File: src/design/newton_bisection_root_step_macros.svh
// Assertion helpers for the root-step design file.
`ifndef NEWTON_BISECTION_ROOT_STEP_MACROS_SVH
`define NEWTON_BISECTION_ROOT_STEP_MACROS_SVH

// Same-cycle implication, checked on every rising clock edge outside reset
`define NBR_ASSERT_IMPL(lbl, ante, cons, msg) \
   lbl: assert property (@(posedge clock) disable iff (reset) (ante) |-> (cons)) \
      else $error(msg);

// Next-cycle implication
`define NBR_ASSERT_NEXT(lbl, ante, cons, msg) \
   lbl: assert property (@(posedge clock) disable iff (reset) (ante) |=> (cons)) \
      else $error(msg);

`endif

File: src/design/nbr_pkg.sv
package nbr_pkg;

   localparam int VW     = 32;
   localparam int FB     = 16;
   localparam int DVD_W  = VW + FB;
   localparam int IT_W   = 16;
   localparam int TOL_W  = 31;
   localparam int LIM_W  = 8;

   typedef logic signed [VW-1:0] val_type;

   localparam val_type VMAX      = {1'b0, {(VW-1){1'b1}}};
   localparam val_type VMIN      = {1'b1, {(VW-1){1'b0}}};
   localparam val_type PROBE_DIV = val_type'(10000);

   typedef struct packed {
      logic    start_req;
      val_type initial_guess;
      val_type f_value;
      val_type derivative;
   } req_type;

   typedef struct packed {
      val_type          next_x;
      logic             done_res;
      logic [1:0]       error_code;
      logic [IT_W-1:0]  iteration;
   } rsp_type;

   typedef enum logic [1:0] {
      CSR_LOWER = 2'd0,
      CSR_UPPER = 2'd1,
      CSR_TOL   = 2'd2,
      CSR_LIMIT = 2'd3
   } csr_index_type;

   localparam logic [1:0] ERR_OK         = 2'd0;
   localparam logic [1:0] ERR_BOUNDS     = 2'd1;
   localparam logic [1:0] ERR_GUESS      = 2'd2;
   localparam logic [1:0] ERR_NO_BRACKET = 2'd3;

   localparam logic [2:0] MODE_NEWTON     = 3'd0;
   localparam logic [2:0] MODE_PROBE_HI   = 3'd1;
   localparam logic [2:0] MODE_PROBE_HI_K = 3'd2;
   localparam logic [2:0] MODE_PROBE_LO   = 3'd3;
   localparam logic [2:0] MODE_PROBE_LO_K = 3'd4;
   localparam logic [2:0] MODE_BR_NEWTON  = 3'd5;
   localparam logic [2:0] MODE_BISECT     = 3'd6;

   // Command to the shared divider
   typedef struct packed {
      logic    start;
      logic    shift;   // 1: (num << FB) / den, 0: num / den
      val_type num;
      val_type den;
   } div_cmd_type;

   function automatic val_type sat_add(val_type a, val_type b);
      logic signed [VW:0] s;
      s = {a[VW-1], a} + {b[VW-1], b};
      if (s[VW] != s[VW-1]) return s[VW] ? VMIN : VMAX;
      return s[VW-1:0];
   endfunction

   function automatic val_type sat_sub(val_type a, val_type b);
      logic signed [VW:0] s;
      s = {a[VW-1], a} - {b[VW-1], b};
      if (s[VW] != s[VW-1]) return s[VW] ? VMIN : VMAX;
      return s[VW-1:0];
   endfunction

   // floor((a + b) / 2), exact
   function automatic val_type midpoint(val_type a, val_type b);
      logic signed [VW:0] s;
      s = {a[VW-1], a} + {b[VW-1], b};
      return s[VW:1];
   endfunction

   function automatic logic same_sign(val_type a, val_type b);
      return (a != '0) && (b != '0) && (a[VW-1] == b[VW-1]);
   endfunction

   function automatic logic opp_sign(val_type a, val_type b);
      return (a != '0) && (b != '0) && (a[VW-1] != b[VW-1]);
   endfunction

   function automatic logic [VW-1:0] mag(val_type v);
      logic [VW-1:0] u;
      u = v;
      return v[VW-1] ? (~u + 1'b1) : u;
   endfunction

endpackage

File: src/design/nbr_div.sv
// Bit-serial restoring divider, one quotient bit per cycle, saturating result
module nbr_div (
   input  logic                clock,
   input  logic                reset,
   input  nbr_pkg::div_cmd_type cmd,
   output logic                done,
   output nbr_pkg::val_type    quot
);

   localparam int CNT_W = $clog2(nbr_pkg::DVD_W + 1);

   logic                        busy_ff, busy_in;
   logic                        done_ff, done_in;
   logic [CNT_W-1:0]            cnt_ff, cnt_in;
   logic [nbr_pkg::DVD_W-1:0]   dvd_ff, dvd_in;
   logic [nbr_pkg::DVD_W-1:0]   q_ff, q_in;
   logic [nbr_pkg::VW-1:0]      rem_ff, rem_in;
   logic [nbr_pkg::VW-1:0]      den_ff, den_in;
   logic                        neg_ff, neg_in;
   logic [nbr_pkg::VW:0]        rem_sh;
   logic [nbr_pkg::VW:0]        rem_dif;
   logic                        ge;
   logic [nbr_pkg::VW-1:0]      nm;
   logic                        q_ovf;

   assign rem_sh  = {rem_ff, dvd_ff[nbr_pkg::DVD_W-1]};
   assign rem_dif = rem_sh - {1'b0, den_ff};
   assign ge      = (rem_sh >= {1'b0, den_ff});
   assign nm      = nbr_pkg::mag(cmd.num);

   // next-state of the iteration
   always_comb begin
      busy_in = busy_ff;
      done_in = 1'b0;
      cnt_in  = cnt_ff;
      dvd_in  = dvd_ff;
      q_in    = q_ff;
      rem_in  = rem_ff;
      den_in  = den_ff;
      neg_in  = neg_ff;
      if (cmd.start) begin
         neg_in = cmd.num[nbr_pkg::VW-1] ^ cmd.den[nbr_pkg::VW-1];
         den_in = nbr_pkg::mag(cmd.den);
         rem_in = '0;
         dvd_in = cmd.shift ? {nm, {nbr_pkg::FB{1'b0}}} : {{nbr_pkg::FB{1'b0}}, nm};
         cnt_in = CNT_W'(nbr_pkg::DVD_W);
         if (cmd.den == '0) begin
            // zero divisor saturates by the dividend's sign
            q_in    = (cmd.num == '0) ? '0 : '1;
            busy_in = 1'b0;
            done_in = 1'b1;
         end else begin
            q_in    = '0;
            busy_in = 1'b1;
         end
      end else if (busy_ff) begin
         rem_in = ge ? rem_dif[nbr_pkg::VW-1:0] : rem_sh[nbr_pkg::VW-1:0];
         dvd_in = dvd_ff << 1;
         q_in   = {q_ff[nbr_pkg::DVD_W-2:0], ge};
         cnt_in = cnt_ff - 1'b1;
         if (cnt_ff == CNT_W'(1)) begin
            busy_in = 1'b0;
            done_in = 1'b1;
         end
      end
   end

   always_ff @(posedge clock) begin
      if (reset) begin
         busy_ff <= 1'b0;
         done_ff <= 1'b0;
      end else begin
         busy_ff <= busy_in;
         done_ff <= done_in;
      end
      cnt_ff <= cnt_in;
      dvd_ff <= dvd_in;
      q_ff   <= q_in;
      rem_ff <= rem_in;
      den_ff <= den_in;
      neg_ff <= neg_in;
   end

   // saturate the magnitude into the signed range
   assign q_ovf = |q_ff[nbr_pkg::DVD_W-1:nbr_pkg::VW-1];

   always_comb begin
      if (neg_ff) begin
         quot = q_ovf ? nbr_pkg::VMIN : nbr_pkg::val_type'(~q_ff[nbr_pkg::VW-1:0] + 1'b1);
      end else begin
         quot = q_ovf ? nbr_pkg::VMAX : nbr_pkg::val_type'(q_ff[nbr_pkg::VW-1:0]);
      end
   end

   assign done = done_ff;

endmodule

File: config.mk
export PLATFORM = sky130hd
export DESIGN_NAME = nbr_div
export DESIGN_NICKNAME = d
export VERILOG_FILES = /design/src/design/newton_bisection_root_step_macros.svh /design/src/design/nbr_pkg.sv /design/src/design/nbr_div.sv
export SDC_FILE = /design/constraint.sdc
export NUM_CORES = 1
export LEC_CHECK = 0
export ABC_AREA = 1
export BUFFER_PORTS_ARGS = -buffer_cell sky130_fd_sc_hd__buf_2
export CAP_MARGIN = 20
export CORE_MARGIN = 3
export CORE_UTILIZATION = 55
export DETAILED_ROUTE_END_ITERATION = 10
export PLACE_DENSITY = 0.77
export SYNTH_ARGS = -nofsm -noshare
export SYNTH_HDL_FRONTEND = slang
export SYNTH_SLANG_ARGS = --single-unit
File: constraint.sdc
create_clock -name clock -period 3.7 [get_ports clock]
set_input_delay 0.185 -clock clock [delete_from_list [all_inputs] [get_ports clock]]
set_output_delay 0.185 -clock clock [all_outputs]
set_load 0.01 [all_outputs]
==> results.sh, run 1 <==
export IMPL_status="complete, no violations"
export IMPL_synth_common_cells="507 x nand2_1, 277 x inv_1, 166 x nor2_1, 163 x nand3_1, 129 x edfxtp_1"
export IMPL_r2r_cells=13
export IMPL_required_ps=3510
export IMPL_syn_nets=1875
export IMPL_synthDistinctLibCells=49
export IMPL_yosys_warnings=0
export IMPL_cts_resized=0
export IMPL_swShare_pct=32.3
export IMPL_crit_arrival_ps=2590
export IMPL_firstDrtPassIters=6
export IMPL_core_um2=22000
export IMPL_grt_max_degree=70
export IMPL_hold_end="den_ff[9]"
export IMPL_path_cells="inv_1 -> ha_1 -> nand2_1 -> nor3_1 -> or2_2 -> nand3_1 -> o21ai_0 -> buf_2"
export IMPL_track_usage_pct=29.2
export IMPL_synth_edf_count=129
export IMPL_initial_core_util_pct=56.6
export IMPL_final_core_util_pct=62.7
export IMPL_root_buffer="clkbuf_16"
export IMPL_max_vdd_ir_drop_mv=0.306
export IMPL_htree_num_levels=4
export IMPL_fmax_ghz=0.361
export IMPL_synth_seq_cells=169
export IMPL_r2r_start="den_ff[5]"
export IMPL_setup_viol=0
export IMPL_grt_pass1_wl_um=56800
export IMPL_fin_skew_ps=14.8
export IMPL_tightest_slew_ps=800
export IMPL_rsz0062_at_grt="no"
export IMPL_seq_area_frac_synth_pct=37.5
export IMPL_rr_endpoint="rem_ff[24]"
export IMPL_power_density_nw_per_um2=370
export IMPL_areaGrowthSynthToFinish_pct=10.9
export IMPL_cts_tree="done"
export IMPL_finalNonFillerCells=2144
export IMPL_die_height_um=157
export IMPL_hold_path_depth=2
export IMPL_critical_path_slowest_cell="nor3_1"
export IMPL_synth_area_um2=12500
export IMPL_synth_async_reset_ratio_pct=0
export IMPL_p_leak_nw=6.79
export IMPL_dieArea_um2=24500
export IMPL_hold_violations=0
export IMPL_critical_path_class="reg -> out"
export IMPL_vias=12000
export IMPL_synth_top_area_share_pct=31.1
export IMPL_ant_nets=0
export IMPL_avgSynthCellArea_um2=7.04
export IMPL_cts_sinks=169
export IMPL_maxCapViolCount=0
export IMPL_drt_iter0_drc=1162
export IMPL_cp_top_family="simple AND/OR/NAND/NOR gates"
export IMPL_die_width_um=157
export IMPL_clkPwrFrac_pct=37.5
export IMPL_p_comb_share_pct=17.4
export IMPL_clk_pin_slew_ps=70
export IMPL_fin_setup_tns_ps=0
export IMPL_viasPerCell=5.58
export IMPL_fillers=2029
export IMPL_finalWirelength_um=35400
export IMPL_wl_per_cell_um=16.5
export IMPL_io_buffer_count=100
export IMPL_finalCriticalPeriod_ps=2770
export IMPL_first_global_vias=11300
export IMPL_worst_setup_path_end_kind="output port"
export IMPL_gp_congestion=1.02
export IMPL_io_pins=101
export IMPL_cts_buffer_depth=2
export IMPL_slew_viol_final=0
export IMPL_drc_errors=0
export IMPL_relSlewSlack_pct=46.7
export IMPL_grt_overflow=0
export IMPL_p_seq_share_pct=45.1
export IMPL_cp_num_buf_inv=2
export IMPL_yosys_cell_count_top_type="nand2_1"
export IMPL_drive_above_1_share_pct=10.1
export IMPL_numCtsBuffers=17
export IMPL_slowest_delay_ps=460
export IMPL_antenna_found_initial=2
export IMPL_fin_crit_sh_pct=74.9
export IMPL_synthCells=1769
export IMPL_p_int_mw=3.46
export IMPL_cp_max_fo=6
export IMPL_netSwitchingPower_mw=1.65
export IMPL_row_count=54
export IMPL_hold_start="cmd[9]"
export IMPL_place_inst=2108
export IMPL_clk_latency_ps=450
export IMPL_fin_nets=1956
export IMPL_hold_path_class="in -> reg"
export IMPL_synthTopCellsByArea="edfxtp_1 31%, nand2_1 15%, inv_1 8.3%, nand3_1 6.5%, dfxtp_1 6.4%"
export IMPL_place_detailed_hpwl_um=26500
export IMPL_cp_start_kind="flip-flop"
export IMPL_yosys_area_top_type="edfxtp_1"
export IMPL_synth_flop_cell="edfxtp_1"
export IMPL_rrSetupSlack_ps=1090
[how the worst max path moves through the flow]
stage	start	endpoint	slack, ps	cells after the start
6_report	q_ff[0]	quot[12]	930	8
5_1_grt	q_ff[44]	quot[17]	700	9
4_1_cts	neg_ff	quot[17]	940	4
3_5_place_dp	den_ff[4]	q_ff[0]	1120	14
3_3_place_gp	den_ff[8]	q_ff[0]	1170	14
2_1_floorplan	cmd[65]	dvd_ff[0]	80	4
[power by group through the flow]
stage	Sequential, mW	Clock, mW	Combinational (mW)
2_1_floorplan	2.33	0	0.584
3_3_place_gp	2.34	0	0.855
3_5_place_dp	2.35	0	0.866
4_1_cts	2.30	1.93	0.873
5_1_grt	2.32	2.02	0.988
6_report	2.31	1.91	0.888
[cell families (layout without fill, tap and decap cells)]
logic type	count (synthesis)	count (layout)	share of synthesized area (%)
simple gates	943	943	32.9
buf+inv	340	434	10.8
compound gates	195	195	8.95
flops	169	169	37.5
xor+xnor	84	84	5.91
fa+ha+maj	38	38	3.88
other cells	0	1	0
[metrics by stage]
stage          total power [mW]  setup slack (ps)  area [um2]  hold slack [ps]
2_1_floorplan              2.91              77.8       12500              257
3_3_place_gp               3.20              1170       13100              390
3_5_place_dp               3.21              1120       13100              386
4_1_cts                    5.11               938       13800             55.2
5_1_grt                    5.33               698       13800             59.9
6_report                   5.11               930       13800             67.4
[metal layers]
layer,up-vias,GRT usage [%],wire length (um)
met1,5490,39.5,15300
met3,77,4.87,2620
met5,-,0,13
li1,5877,-,-
met2,518,48.0,16400
met4,2,9.63,1020
[cell type report]
class / count / area [um2] / area share [%]
diodes: 1 / 2.50 / 0.0181
clock buffers: 17 / 425 / 3.08
multi-input cells: 1260 / 6440 / 46.6
inverters: 287 / 1080 / 7.81
flip-flops and latches: 169 / 4670 / 33.8
clock inverters: 15 / 211 / 1.53
well taps: 280 / 350 / 2.54
repair buffers: 115 / 638 / 4.62
[flip-flops by register name, summed over array words and instances (netlist names)]
signal   count
neg_ff       1
dvd_ff      48
q_ff        48
done         1
busy_ff      1
cnt_ff       6
rem_ff      32
den_ff      32
[placed cells by master, fill, tap and decap left out, types with 31 or more instances in the layout]
master and n:
nand2_1 507, inv_1 276, nor2_1 165, nand3_1 163, edfxtp_1 129, buf_2 100, o21ai_0 95, xor2_1 61
dfxtp_1 40, ha_1 37, a21oi_1 32, nand4_1 31
[worst reg2reg max path, cell delays in order, from the launching register on]
cell      delay [ps]
edfxtp_1         340
inv_1             50
ha_1             370
nand2_1          140
nor2_2           180
nand3_1          120
nand3_2          130
nand2_1           90
nand2_2          100
nand2_4          270
nand2_8          370
nand3_1          170
nand3_1          110
nand2_1           50
[repair_timing]
item | CTS | global route
endpoints found under the hold margin | 3 | 0
setup buffers | 0 | 0
hold buffers | 2 | 0
Power figures use the tool's default switching activity.
==> run 2, diff against run 1 <==
Clock period 3.7 ns to 2.27 ns, I/O delays scaled along.
==> run 2 against run 1 <==
The flow now finishes with violations (negative setup slack). Sequential power grew 63%. Clock skew down 5.1 ps. Sequential share of layout area fell by 2.6 points. Die area unchanged. Flip-flop and latch count is the same. Utilization rose by 5.3 points. Critical path depth is the same. Clock-buffer cell count unchanged. Non-clock buffer count rose by 67. Cell count increased by 3.2%. Hold slack got worse by 42 ps.
==> results.sh, run 2 (synthesized netlist as in run 1, its figures left out) <==
export IMPL_clk_latency_ps=440
export IMPL_relSlewSlack_pct=62.0
export IMPL_slew_viol_final=0
export IMPL_fin_nets=2025
export IMPL_gp_congestion=1.04
export IMPL_numCtsBuffers=17
export IMPL_layout_commonest_cell="nand2_1"
export IMPL_dieArea_um2=24500
export IMPL_initial_core_util_pct=56.6
export IMPL_clkPwrFrac_pct=34.9
export IMPL_p_int_mw=5.71
export IMPL_finish_instance_area_um2=15000
export IMPL_grt_overflow=0
export IMPL_hold_path_class="in -> reg"
export IMPL_fmax_ghz=0.416
export IMPL_io_buffer_count=100
export IMPL_htree_num_levels=4
export IMPL_track_usage_pct=29.5
export IMPL_rrSetupSlack_ps=10
export IMPL_clk_pin_slew_ps=70
export IMPL_finalCriticalPeriod_ps=2400
export IMPL_finalWirelength_um=38000
export IMPL_cts_sinks=169
export IMPL_fin_crit_sh_pct=106
export IMPL_antenna_found_initial=0
export IMPL_dp_slack_ps=28.2
export IMPL_viasPerCell=5.67
export IMPL_cts_buffer_depth=2
export IMPL_die_width_um=157
export IMPL_grt_max_degree=58
export IMPL_drive_above_1_share_pct=18.8
export IMPL_netSwitchingPower_mw=2.69
export IMPL_ant_nets=0
export IMPL_total_power_mw=8.40
export IMPL_rsz0062_at_grt="yes"
export IMPL_n_antenna_cell=0
export IMPL_swShare_pct=32.0
export IMPL_tightest_slew_ps=565
export IMPL_crit_arrival_ps=2290
export IMPL_hold_violations=0
export IMPL_worst_setup_path_end_kind="output port"
export IMPL_cp_start_kind="flip-flop"
export IMPL_failed_checks="negative setup slack"
export IMPL_grt_pass1_wl_um=57800
export IMPL_max_vdd_ir_drop_mv=0.437
export IMPL_dpl_instance_area_um2=13300
export IMPL_critical_path_class="reg -> out"
export IMPL_status="finished, violations left"
export IMPL_cts_tree="done"
export IMPL_top_regs="dvd_ff x48, q_ff x48"
export IMPL_p_leak_nw=7.20
export IMPL_areaGrowthSynthToFinish_pct=20.3
export IMPL_die_height_um=157
export IMPL_layout_common_cells="482 x nand2_1, 263 x inv_1, 155 x nand3_1"
export IMPL_p_comb_share_pct=20.4
export IMPL_holdWs_ps=25.2
export IMPL_maxCapViolCount=0
export IMPL_place_inst=2131
export IMPL_root_buffer="clkbuf_16"
export IMPL_p_seq_share_pct=44.8
export IMPL_finalNonFillerCells=2212
export IMPL_first_global_vias=11500
export IMPL_cp_max_fo=15
export IMPL_core_um2=22000
export IMPL_row_count=54
export IMPL_firstDrtPassIters=6
export IMPL_wl_per_cell_um=17.2
export IMPL_fin_ws_ps=-135
export IMPL_vias=12500
export IMPL_fin_skew_ps=9.69
export IMPL_drt_iter0_drc=1053
export IMPL_required_ps=2160
export IMPL_power_density_nw_per_um2=560
export IMPL_drc_errors=0
export IMPL_setup_viol=18
export IMPL_place_detailed_hpwl_um=27100
export IMPL_io_pins=101
[run 2: cell count changes in the layout (fill, tap and decap cells not counted), moves of 14 or more]
cell | before | now
buf_4 | 11 | 62
ha_4 | 0 | 14
nand2_2 | 5 | 27
nor2_2 | 10 | 25
nor2_1 | 165 | 139
ha_1 | 37 | 15
nand2_1 | 507 | 482
[run 2: final timing paths]
| path | from | to | depth (start not counted) |
|---|---|---|---|
| worst max-delay path | q_ff[33] | quot[2] | 8 |
| worst min-delay path | cmd[11] | den_ff[11] | 2 |
| worst max register to register | den_ff[17] | rem_ff[17] | 12 |
| worst min register to register | rem_ff[31] | rem_ff[31] | 2 |
[run 2: routing by layer]
layer / global-route usage, % / wire (um) / share of wire, %
met4: 12.2 / 1350 / 3.5
met2: 47.5 / 17900 / 47
met5: 0 / 0 / 0
met3: 4.18 / 3020 / 7.9
met1: 40.1 / 15800 / 41
[run 2: layout make-up]
cell class              count  area [um2]
repair buffers            182        1280
flip-flops and latches    169        4670
inverters                 287        1080
fillers                  1818        7030
multi-input cells        1262        7030
clock inverters            15         156
clock buffers              17         425
well taps                 280         350
[run 2: worst max-delay path: stages, from the launching register on]
cell	delay, ps
edfxtp_1	400
inv_2	70
nand4_1	100
nor4_2	180
nand2_2	230
buf_4	250
o21ai_1	240
xor2_1	230
buf_2	170
[run 2: metrics by stage]
stage / setup TNS [ps] / util, %
after global placement: -3.08 / 60.6
after floorplan: 0 / -
after CTS: -90.4 / 64.2
after global routing: -5060 / 68.1
final: -846 / 68.1
after detailed placement: 0 / 60.6
[run 2: repair_timing]
item,4_1_cts,5_1_grt
hold endpoints to repair,5,0
resized for setup,31,130
pin swaps,8,17
cloned,0,3
setup buffers,11,31
hold buffers,4,0
setup endpoints to repair,28,72
[run 2: power by group through the flow]
| stage | combinational, mW | clock, mW | sequential [mW] |
|---|---|---|---|
| after floorplan | 0.953 | 0 | 3.78 |
| after global placement | 1.44 | 0 | 3.81 |
| after detailed placement | 1.46 | 0 | 3.82 |
| after CTS | 1.52 | 2.95 | 3.75 |
| after global routing | 1.88 | 3.06 | 3.79 |
| final | 1.71 | 2.93 | 3.76 |
